--- src/sv/rsr_pkg.sv ---
// rsr_pkg: item types and constants for the replacement selection run generator.
// No dependencies.
`timescale 1ns / 1ps
package rsr_pkg;
   localparam int KEY_W        = 32;
   localparam int CSR_W        = 6;
   localparam int DEF_CAPACITY = 32;
   localparam logic [CSR_W-1:0] CSR_SIZE_RESET = 6'd32;

   typedef struct packed {
      logic signed [KEY_W-1:0] record_value;
      logic                    last_record;
   } req_type;

   typedef struct packed {
      logic signed [KEY_W-1:0] run_value;
      logic                    end_of_run;
      logic                    last_of_item;
   } rsp_type;
endpackage

--- src/sv/rsr_heap_ram.sv ---
// rsr_heap_ram: heap key storage, one write port, two registered read ports.
// Depends on rsr_pkg.
`timescale 1ns / 1ps
module rsr_heap_ram #(
   parameter int DEPTH = rsr_pkg::DEF_CAPACITY,
   parameter int AW    = $clog2(DEPTH)
) (
   input  logic                              clock,
   input  logic                              wr_en,
   input  logic [AW-1:0]                     wr_addr,
   input  logic signed [rsr_pkg::KEY_W-1:0]  wr_data,
   input  logic [AW-1:0]                     rd_addr0,
   input  logic [AW-1:0]                     rd_addr1,
   output logic signed [rsr_pkg::KEY_W-1:0]  rd_data0,
   output logic signed [rsr_pkg::KEY_W-1:0]  rd_data1
);
   import rsr_pkg::*;

   logic signed [KEY_W-1:0] mem [DEPTH];

   always_ff @(posedge clock) begin
      if (wr_en) begin
         mem[wr_addr] <= wr_data;
      end
      rd_data0 <= mem[rd_addr0];
      rd_data1 <= mem[rd_addr1];
   end
endmodule

--- src/sv/replacement_selection_runs.sv ---
// Fill item: the record is pushed into the heap. Emitting item: the top is popped and
// emitted, and each frozen record is moved back into the heap when a run closes.
// Drain adds a pop per record. The block takes one item at a time; the single heap RAM
// port pair and the shared sift compare serve every step.
// Reset: synchronous, active high; clears counts and control, memory size returns to 32.
// Depends on rsr_pkg and rsr_heap_ram.
`timescale 1ns / 1ps
module replacement_selection_runs #(
   parameter int CAPACITY = rsr_pkg::DEF_CAPACITY
) (
   input  logic                          clock,
   input  logic                          reset,
   input  logic                          req_valid,
   output logic                          req_ready,
   input  rsr_pkg::req_type              req_item,
   output logic                          rsp_valid,
   input  logic                          rsp_ready,
   output rsr_pkg::rsp_type              rsp_item,
   input  logic                          csr_valid,
   output logic                          csr_ready,
   input  logic [rsr_pkg::CSR_W-1:0]     csr_data
);
   import rsr_pkg::*;

   localparam int AW = $clog2(CAPACITY);
   localparam int CW = $clog2(CAPACITY + 1);

   localparam logic [3:0] S_IDLE     = 4'd0;
   localparam logic [3:0] S_PUSH_RD  = 4'd1;
   localparam logic [3:0] S_PUSH_CMP = 4'd2;
   localparam logic [3:0] S_POP_RD   = 4'd3;
   localparam logic [3:0] S_POP_LD   = 4'd4;
   localparam logic [3:0] S_SD_RD    = 4'd5;
   localparam logic [3:0] S_SD_CMP   = 4'd6;
   localparam logic [3:0] S_PLACE    = 4'd7;
   localparam logic [3:0] S_AFTER    = 4'd8;
   localparam logic [3:0] S_THAW_RD  = 4'd9;
   localparam logic [3:0] S_THAW_LD  = 4'd10;
   localparam logic [3:0] S_EMIT     = 4'd11;
   localparam logic [3:0] S_CHK_LAST = 4'd12;

   localparam logic [1:0] CTX_FILL  = 2'd0;
   localparam logic [1:0] CTX_MAIN  = 2'd1;
   localparam logic [1:0] CTX_DRAIN = 2'd2;

   logic [3:0]              state_ff, state_in;
   logic [1:0]              ctx_ff, ctx_in;
   logic                    thaw_ff, thaw_in;
   logic                    eor_ff, eor_in;
   logic                    last_ff, last_in;
   logic signed [KEY_W-1:0] rec_ff, rec_in;
   logic signed [KEY_W-1:0] top_ff, top_in;
   logic signed [KEY_W-1:0] val_ff, val_in;
   logic [AW-1:0]           idx_ff, idx_in;
   logic [CW-1:0]           hc_ff, hc_in;
   logic [CW-1:0]           fc_ff, fc_in;
   logic [CW-1:0]           tj_ff, tj_in;
   logic                    rsp_valid_ff, rsp_valid_in;
   rsp_type                 rsp_ff, rsp_in;
   logic [CSR_W-1:0]        csr_size_ff;

   logic signed [KEY_W-1:0] frz_mem [CAPACITY];
   logic signed [KEY_W-1:0] frz_rd_ff;
   logic                    frz_we;

   logic                    h_we;
   logic [AW-1:0]           h_waddr, h_raddr0, h_raddr1;
   logic signed [KEY_W-1:0] h_wdata, h_rd0, h_rd1;

   logic [CW-1:0]           size_eff;
   logic [CW:0]             mem_sum;
   logic [AW:0]             lch, rch;
   logic [AW-1:0]           par;
   logic                    take_l, take_r;
   logic signed [KEY_W-1:0] sd_min;
   logic [3:0]              push_done;

   rsr_heap_ram #(.DEPTH(CAPACITY), .AW(AW)) u_heap (
      .clock    (clock),
      .wr_en    (h_we),
      .wr_addr  (h_waddr),
      .wr_data  (h_wdata),
      .rd_addr0 (h_raddr0),
      .rd_addr1 (h_raddr1),
      .rd_data0 (h_rd0),
      .rd_data1 (h_rd1)
   );

   assign req_ready = (state_ff == S_IDLE);
   assign csr_ready = 1'b1;
   assign rsp_valid = rsp_valid_ff;
   assign rsp_item  = rsp_ff;

   always_comb begin
      if (csr_size_ff == '0) begin
         size_eff = CW'(1);
      end else if (csr_size_ff > CSR_W'(CAPACITY)) begin
         size_eff = CW'(CAPACITY);
      end else begin
         size_eff = CW'(csr_size_ff);
      end
   end

   assign mem_sum = {1'b0, hc_ff} + {1'b0, fc_ff};
   assign lch     = {idx_ff, 1'b1};
   assign rch     = lch + (AW+1)'(1);
   assign par     = (idx_ff - AW'(1)) >> 1;
   // sift-down child choice, ties keep the parent
   assign take_l  = (lch < (AW+1)'(hc_ff)) && (h_rd0 < val_ff);
   assign sd_min  = take_l ? h_rd0 : val_ff;
   assign take_r  = (rch < (AW+1)'(hc_ff)) && (h_rd1 < sd_min);
   assign push_done = thaw_ff ? S_THAW_RD : ((ctx_ff == CTX_FILL) ? S_CHK_LAST : S_AFTER);

   always_comb begin
      state_in     = state_ff;
      ctx_in       = ctx_ff;
      thaw_in      = thaw_ff;
      eor_in       = eor_ff;
      last_in      = last_ff;
      rec_in       = rec_ff;
      top_in       = top_ff;
      val_in       = val_ff;
      idx_in       = idx_ff;
      hc_in        = hc_ff;
      fc_in        = fc_ff;
      tj_in        = tj_ff;
      rsp_in       = rsp_ff;
      rsp_valid_in = rsp_valid_ff & ~rsp_ready;
      h_we         = 1'b0;
      h_waddr      = idx_ff;
      h_wdata      = val_ff;
      h_raddr0     = '0;
      h_raddr1     = '0;
      frz_we       = 1'b0;
      unique case (state_ff)
         S_IDLE: begin
            if (req_valid) begin
               rec_in  = req_item.record_value;
               last_in = req_item.last_record;
               eor_in  = 1'b0;
               thaw_in = 1'b0;
               if (mem_sum < {1'b0, size_eff}) begin
                  ctx_in   = CTX_FILL;
                  val_in   = req_item.record_value;
                  idx_in   = AW'(hc_ff);
                  hc_in    = hc_ff + CW'(1);
                  state_in = S_PUSH_RD;
               end else begin
                  ctx_in = CTX_MAIN;
                  if (hc_ff == '0) begin
                     thaw_in  = 1'b1;
                     tj_in    = '0;
                     state_in = S_THAW_RD;
                  end else begin
                     state_in = S_POP_RD;
                  end
               end
            end
         end
         S_PUSH_RD: begin
            h_raddr0 = par;
            if (idx_ff == '0) begin
               h_we     = 1'b1;
               state_in = push_done;
            end else begin
               state_in = S_PUSH_CMP;
            end
         end
         S_PUSH_CMP: begin
            h_we = 1'b1;
            if (val_ff < h_rd0) begin
               h_wdata  = h_rd0;
               idx_in   = par;
               state_in = S_PUSH_RD;
            end else begin
               state_in = push_done;
            end
         end
         S_POP_RD: begin
            h_raddr1 = AW'(hc_ff - CW'(1));
            state_in = S_POP_LD;
         end
         S_POP_LD: begin
            top_in   = h_rd0;
            val_in   = h_rd1;
            hc_in    = hc_ff - CW'(1);
            idx_in   = '0;
            state_in = S_SD_RD;
         end
         S_SD_RD: begin
            h_raddr0 = AW'(lch);
            h_raddr1 = AW'(rch);
            if (lch < (AW+1)'(hc_ff)) begin
               state_in = S_SD_CMP;
            end else begin
               h_we     = 1'b1;
               state_in = (ctx_ff == CTX_MAIN) ? S_PLACE : S_AFTER;
            end
         end
         S_SD_CMP: begin
            h_we = 1'b1;
            if (take_r) begin
               h_wdata  = h_rd1;
               idx_in   = AW'(rch);
               state_in = S_SD_RD;
            end else if (take_l) begin
               h_wdata  = h_rd0;
               idx_in   = AW'(lch);
               state_in = S_SD_RD;
            end else begin
               state_in = (ctx_ff == CTX_MAIN) ? S_PLACE : S_AFTER;
            end
         end
         S_PLACE: begin
            if (!(rec_ff < top_ff)) begin
               val_in   = rec_ff;
               idx_in   = AW'(hc_ff);
               hc_in    = hc_ff + CW'(1);
               state_in = S_PUSH_RD;
            end else begin
               frz_we   = 1'b1;
               fc_in    = fc_ff + CW'(1);
               state_in = S_AFTER;
            end
         end
         S_AFTER: begin
            if (hc_ff == '0) begin
               eor_in   = 1'b1;
               thaw_in  = 1'b1;
               tj_in    = '0;
               state_in = S_THAW_RD;
            end else begin
               state_in = S_EMIT;
            end
         end
         S_THAW_RD: begin
            if (tj_ff < fc_ff) begin
               state_in = S_THAW_LD;
            end else begin
               fc_in    = '0;
               thaw_in  = 1'b0;
               state_in = eor_ff ? S_EMIT : S_POP_RD;
            end
         end
         S_THAW_LD: begin
            val_in   = frz_rd_ff;
            idx_in   = AW'(hc_ff);
            hc_in    = hc_ff + CW'(1);
            tj_in    = tj_ff + CW'(1);
            state_in = S_PUSH_RD;
         end
         S_EMIT: begin
            if (!rsp_valid_ff || rsp_ready) begin
               rsp_in.run_value    = top_ff;
               rsp_in.end_of_run   = eor_ff;
               rsp_in.last_of_item = !last_ff || (hc_ff == '0);
               rsp_valid_in        = 1'b1;
               state_in            = S_CHK_LAST;
            end
         end
         S_CHK_LAST: begin
            if (last_ff && (hc_ff != '0)) begin
               ctx_in   = CTX_DRAIN;
               eor_in   = 1'b0;
               state_in = S_POP_RD;
            end else begin
               state_in = S_IDLE;
            end
         end
         default: begin
            state_in = S_IDLE;
         end
      endcase
   end

   always_ff @(posedge clock) begin
      if (reset) begin
         state_ff     <= S_IDLE;
         ctx_ff       <= CTX_FILL;
         thaw_ff      <= 1'b0;
         eor_ff       <= 1'b0;
         last_ff      <= 1'b0;
         hc_ff        <= '0;
         fc_ff        <= '0;
         tj_ff        <= '0;
         rsp_valid_ff <= 1'b0;
         csr_size_ff  <= CSR_SIZE_RESET;
      end else begin
         state_ff     <= state_in;
         ctx_ff       <= ctx_in;
         thaw_ff      <= thaw_in;
         eor_ff       <= eor_in;
         last_ff      <= last_in;
         hc_ff        <= hc_in;
         fc_ff        <= fc_in;
         tj_ff        <= tj_in;
         rsp_valid_ff <= rsp_valid_in;
         if (csr_valid) begin
            csr_size_ff <= csr_data;
         end
      end
      rec_ff <= rec_in;
      top_ff <= top_in;
      val_ff <= val_in;
      idx_ff <= idx_in;
      rsp_ff <= rsp_in;
   end

   always_ff @(posedge clock) begin
      if (frz_we) begin
         frz_mem[AW'(fc_ff)] <= rec_ff;
      end
      frz_rd_ff <= frz_mem[AW'(tj_ff)];
   end

   // frozen count is cleared only once the thaw pass ends
   a_mem_bound: assert property (@(posedge clock) disable iff (reset)
      !thaw_ff |-> mem_sum <= (CW+1)'(CAPACITY))
      else $error("heap plus frozen exceeds capacity");

   a_pop_nonempty: assert property (@(posedge clock) disable iff (reset)
      state_ff == S_POP_RD |-> hc_ff != '0)
      else $error("pop from empty heap");

   a_sift_index: assert property (@(posedge clock) disable iff (reset)
      state_ff == S_SD_RD |-> (idx_ff == '0 || (CW+1)'(idx_ff) < (CW+1)'(hc_ff)))
      else $error("sift index beyond heap");

   a_emit_open_run: assert property (@(posedge clock) disable iff (reset)
      (state_ff == S_EMIT && !eor_ff) |-> hc_ff != '0)
      else $error("run left open with empty heap");
endmodule
--- config.mk ---
export PLATFORM = sky130hd
export DESIGN_NAME = replacement_selection_runs
export DESIGN_NICKNAME = d
export VERILOG_FILES = /design/src/sv/rsr_pkg.sv /design/src/sv/rsr_heap_ram.sv /design/src/sv/replacement_selection_runs.sv
export SDC_FILE = /design/constraint.sdc
export NUM_CORES = 2
export LEC_CHECK = 0
export BUFFER_PORTS_ARGS = -buffer_cell sky130_fd_sc_hd__buf_4
export CORE_MARGIN = 2
export CORE_UTILIZATION = 55
export CTS_CLUSTER_SIZE = 16
export DETAILED_ROUTE_END_ITERATION = 16
export GPL_TIMING_DRIVEN = 0
export MAX_ROUTING_LAYER = met4
export PLACE_DENSITY = 0.77
export SYNTH_ARGS = -nofsm -noshare
export SYNTH_HDL_FRONTEND = slang
export SYNTH_HIERARCHICAL = 1
export SYNTH_SLANG_ARGS = --single-unit
--- constraint.sdc ---
create_clock -name clock -period 7.1 [get_ports clock]
set_input_delay 0.355 -clock clock [delete_from_list [all_inputs] [get_ports clock]]
set_output_delay 0.355 -clock clock [all_outputs]
set_load 0.05 [all_outputs]
==> results.yml <==
die:
  dieArea_um2: 187000
  design.portCount: 81
  core_um2: 183000
  die_w_um: 433
  die_h_um: 433
  rows: 157
  initial_utilization: 0.553
hold_path:
  hold_class: "in -> reg"
yosys:
  synthFlopType: "edfxtp_1"
  yosysWarnings: 6
  syn_area_um2: 101000
  ys_ff_latch: 2313
  syn_nets: 6354
  syn_avg_cell_area_um2: 16.3
  yosysSeqAreaShare: 0.675
  yosysUniqueCellTypes: 69
  synth_edf_count: 2183
  syn-instance-count: 6178
  synthArstFlopShare: 0
routing:
  wl_per_cell_um: 35.1
  ant_nets: 0
  via_count: 62900
  drt_iter0_markers: 8740
  drc: 0
  firstDrtPassIters: 9
  viasPerCell: 6.83
  wl_mm: 323
global_routing:
  grtUsageMet3: 0.0626
  antenna_found_initial: 11
  grt_first_pass_wirelength_mm: 447
  grt_use_met1: 0.387
  grt_max_degree: 35
  grt_util_all_layers: 0.348
  grtUsageMet2: 0.589
  overflow: 0
  grt_pass1_vias: 62900
  busiest_layer: "met2"
worst_setup_path:
  cp-start-kind: "flip-flop"
  critPathTopFamily: "compound AO/OA/AOI/OAI gates"
  path_max_fanout: 16
  slowest_stage: "edfxtp_1"
  worst-path-buf-inv: 4
  cpMostUsedCell: "clkbuf_4"
  required_ps: 7530
  cpPeakStageDelay_ps: 460
  endpoint_kind: "flip-flop"
  path_cells: "ha_1, nand4_1, nor4_4, a21boi_1, nor3_1, o211a_4, nor2_1, clkbuf_4, buf_4, mux2i_1, ha_1, a21o_1, a21o_1, a221o_1, a211oi_1, o31ai_2, a21oi_4, mux2i_4, nand2_4, clkbuf_4, clkbuf_4, nand3_2, nand3_4"
  worstSetupPathType: "reg -> reg"
  arrival_ps: 7450
timing:
  rsz0062_at_grt: "true"
  slew_headroom: -0.0133
  skew_ps: 53.8
  setup_viol: 0
  min_period_ps: 7020
  tns_ps: 0
  worst_pin_slew_ps: 1520
  finalHoldViolCount: 0
  fin_ws_ps: 81.6
  finalCritPeriodShare: 0.989
  maxSlewViolCount: 12
  fmax_ghz: 0.142
clock_network:
  tritoncts: "yes"
  cts.sinks: 2313
  clockBufferDepth: 3
  cts_max_level: 4
  clk_pin_slew_ps: 70
  cts_buffers: 222
  cts_root_buf: "clkbuf_16"
  clk_latency_ps: 880
layout:
  mostFrequentLayoutCells: "edfxtp_1, mux2i_1, mux4_2"
  postLayoutCoreUtil: 0.632
  fin_area_um2: 115000
  nets: 6791
  area_delta_synth_final_pct: 14.3
  layout_commonest_cell: "edfxtp_1"
  drive_gt1_frac: 0.172
power_and_ir_drop:
  vdd_drop_max_mv: 0.298
  total_power_w: 0.0431
  power.density_nw_per_um2: 374
  power.leakage_nw: 36.1
outcome:
  violations: "max-capacitance violations, max-slew violations"
  outcome: "finished, violations left"
place:
  globalplace.congestion: 0.943
  io_buffer_count: 78
  place_hpwl_mm: 217
  place_area_um2: 107000
  pre_cts_slack_ps: -1980
job:
  cap_violations: 2
[metrics by stage]
stage                     std cells  hold WS, ps
after floorplan                6178          426
after global placement         8641          453
after detailed placement       8710          447
after CTS                      9180          208
after global routing           9203          231
final                          9207          254
[worst paths after layout]
check	from	to	slack, ps	depth (start not counted)
setup / recovery	val_ff[15]	u_heap/mem[19][3]	80	23
setup reg to reg	val_ff[15]	u_heap/mem[19][3]	80	23
hold / removal	req_item[28]	rec_ff[27]	250	2
hold reg to reg	top_ff[24]	rsp_item[26]	460	0
[final cells by class]
| cell class | count | area (um2) |
|---|---|---|
| diodes | 14 | 35.0 |
| plain buffers | 385 | 2100 |
| clock buffers | 283 | 5990 |
| clock inverters | 134 | 1540 |
| fillers | 12600 | 67300 |
| inverters | 92 | 345 |
| multi-input cells | 3397 | 31600 |
| flip-flops and latches | 2313 | 68200 |
| well taps | 2385 | 2980 |
| repair buffers | 204 | 2650 |
[sequential cells by signal (all words and copies together) (netlist names), 2 cells and up]
name,cells
u_heap/mem,1024
tj_ff,6
frz_rd_ff,32
frz_mem,1024
fc_ff,6
val_ff,32
top_ff,32
h_waddr,5
csr_size_ff,6
u_heap/rd_data1,32
hc_ff,6
ctx_ff,2
rsp_item,34
state_ff,4
rec_ff,32
u_heap/rd_data0,32
[power breakdown]
part | internal [W] | switching [W]
Clock | 0.00698 | 0.00534
Sequential | 0.0172 | 0.00116
Combinational | 0.00384 | 0.00860
Total | 0.0280 | 0.0151
[cells by family after synthesis]
group           Yosys count  synth area share
buf+inv                 478            0.0241
compound gates          869            0.0587
mux                    1418             0.181
simple gates            941            0.0430
flops                  2313             0.675
xor+xnor                 26           0.00225
fa+ha+maj               132            0.0164
other cells               1         0.0000371
[cells in the mapped netlist (6+ instances only)]
cell type | n | share of area
buf_2 | 75 | 0.0037
a211oi_1 | 9 | 0.00067
nand3_1 | 281 | 0.014
o21a_1 | 15 | 0.0011
dfxtp_1 | 130 | 0.026
ha_1 | 131 | 0.016
nor2_1 | 162 | 0.0060
buf_1 | 24 | 0.00089
o211ai_1 | 9 | 0.00067
buf_6 | 46 | 0.0051
xnor2_1 | 18 | 0.0016
or2_2 | 6 | 0.00037
nor3_1 | 88 | 0.0044
nand4_1 | 11 | 0.00068
nand2_1 | 293 | 0.011
a22o_1 | 128 | 0.011
o21ai_0 | 37 | 0.0018
nand3b_1 | 8 | 0.00059
or3_1 | 38 | 0.0024
mux2_2 | 32 | 0.0036
nor2b_1 | 16 | 0.00099
clkbuf_1 | 187 | 0.0070
a31oi_1 | 97 | 0.0060
nand2b_1 | 15 | 0.00093
inv_1 | 92 | 0.0034
mux4_2 | 320 | 0.071
a21oi_1 | 247 | 0.012
a22oi_1 | 256 | 0.019
xor2_1 | 8 | 0.00069
a21o_1 | 29 | 0.0022
edfxtp_1 | 2183 | 0.65
mux2i_1 | 1066 | 0.11
buf_4 | 50 | 0.0037
[routing by layer]
metal | vias up | share of wire | wire, um
met5 | - | 0 | 0
met4 | 0 | 0.071 | 23000
met2 | 4296 | 0.50 | 163000
li1 | 25600 | - | -
met1 | 31800 | 0.33 | 107000
met3 | 1111 | 0.096 | 31100
[what timing repair did]
item / in CTS / in global routing
pin swaps: 2 / 18
buffers inserted: 1 / 3
endpoints found under the setup margin: 1035 / 1031
hold endpoints to repair: 88 / 0
gates cloned: 2 / 8
hold buffers: 51 / 0
resized for setup: 71 / 33
Note: power is estimated with default switching activity, not from simulation.
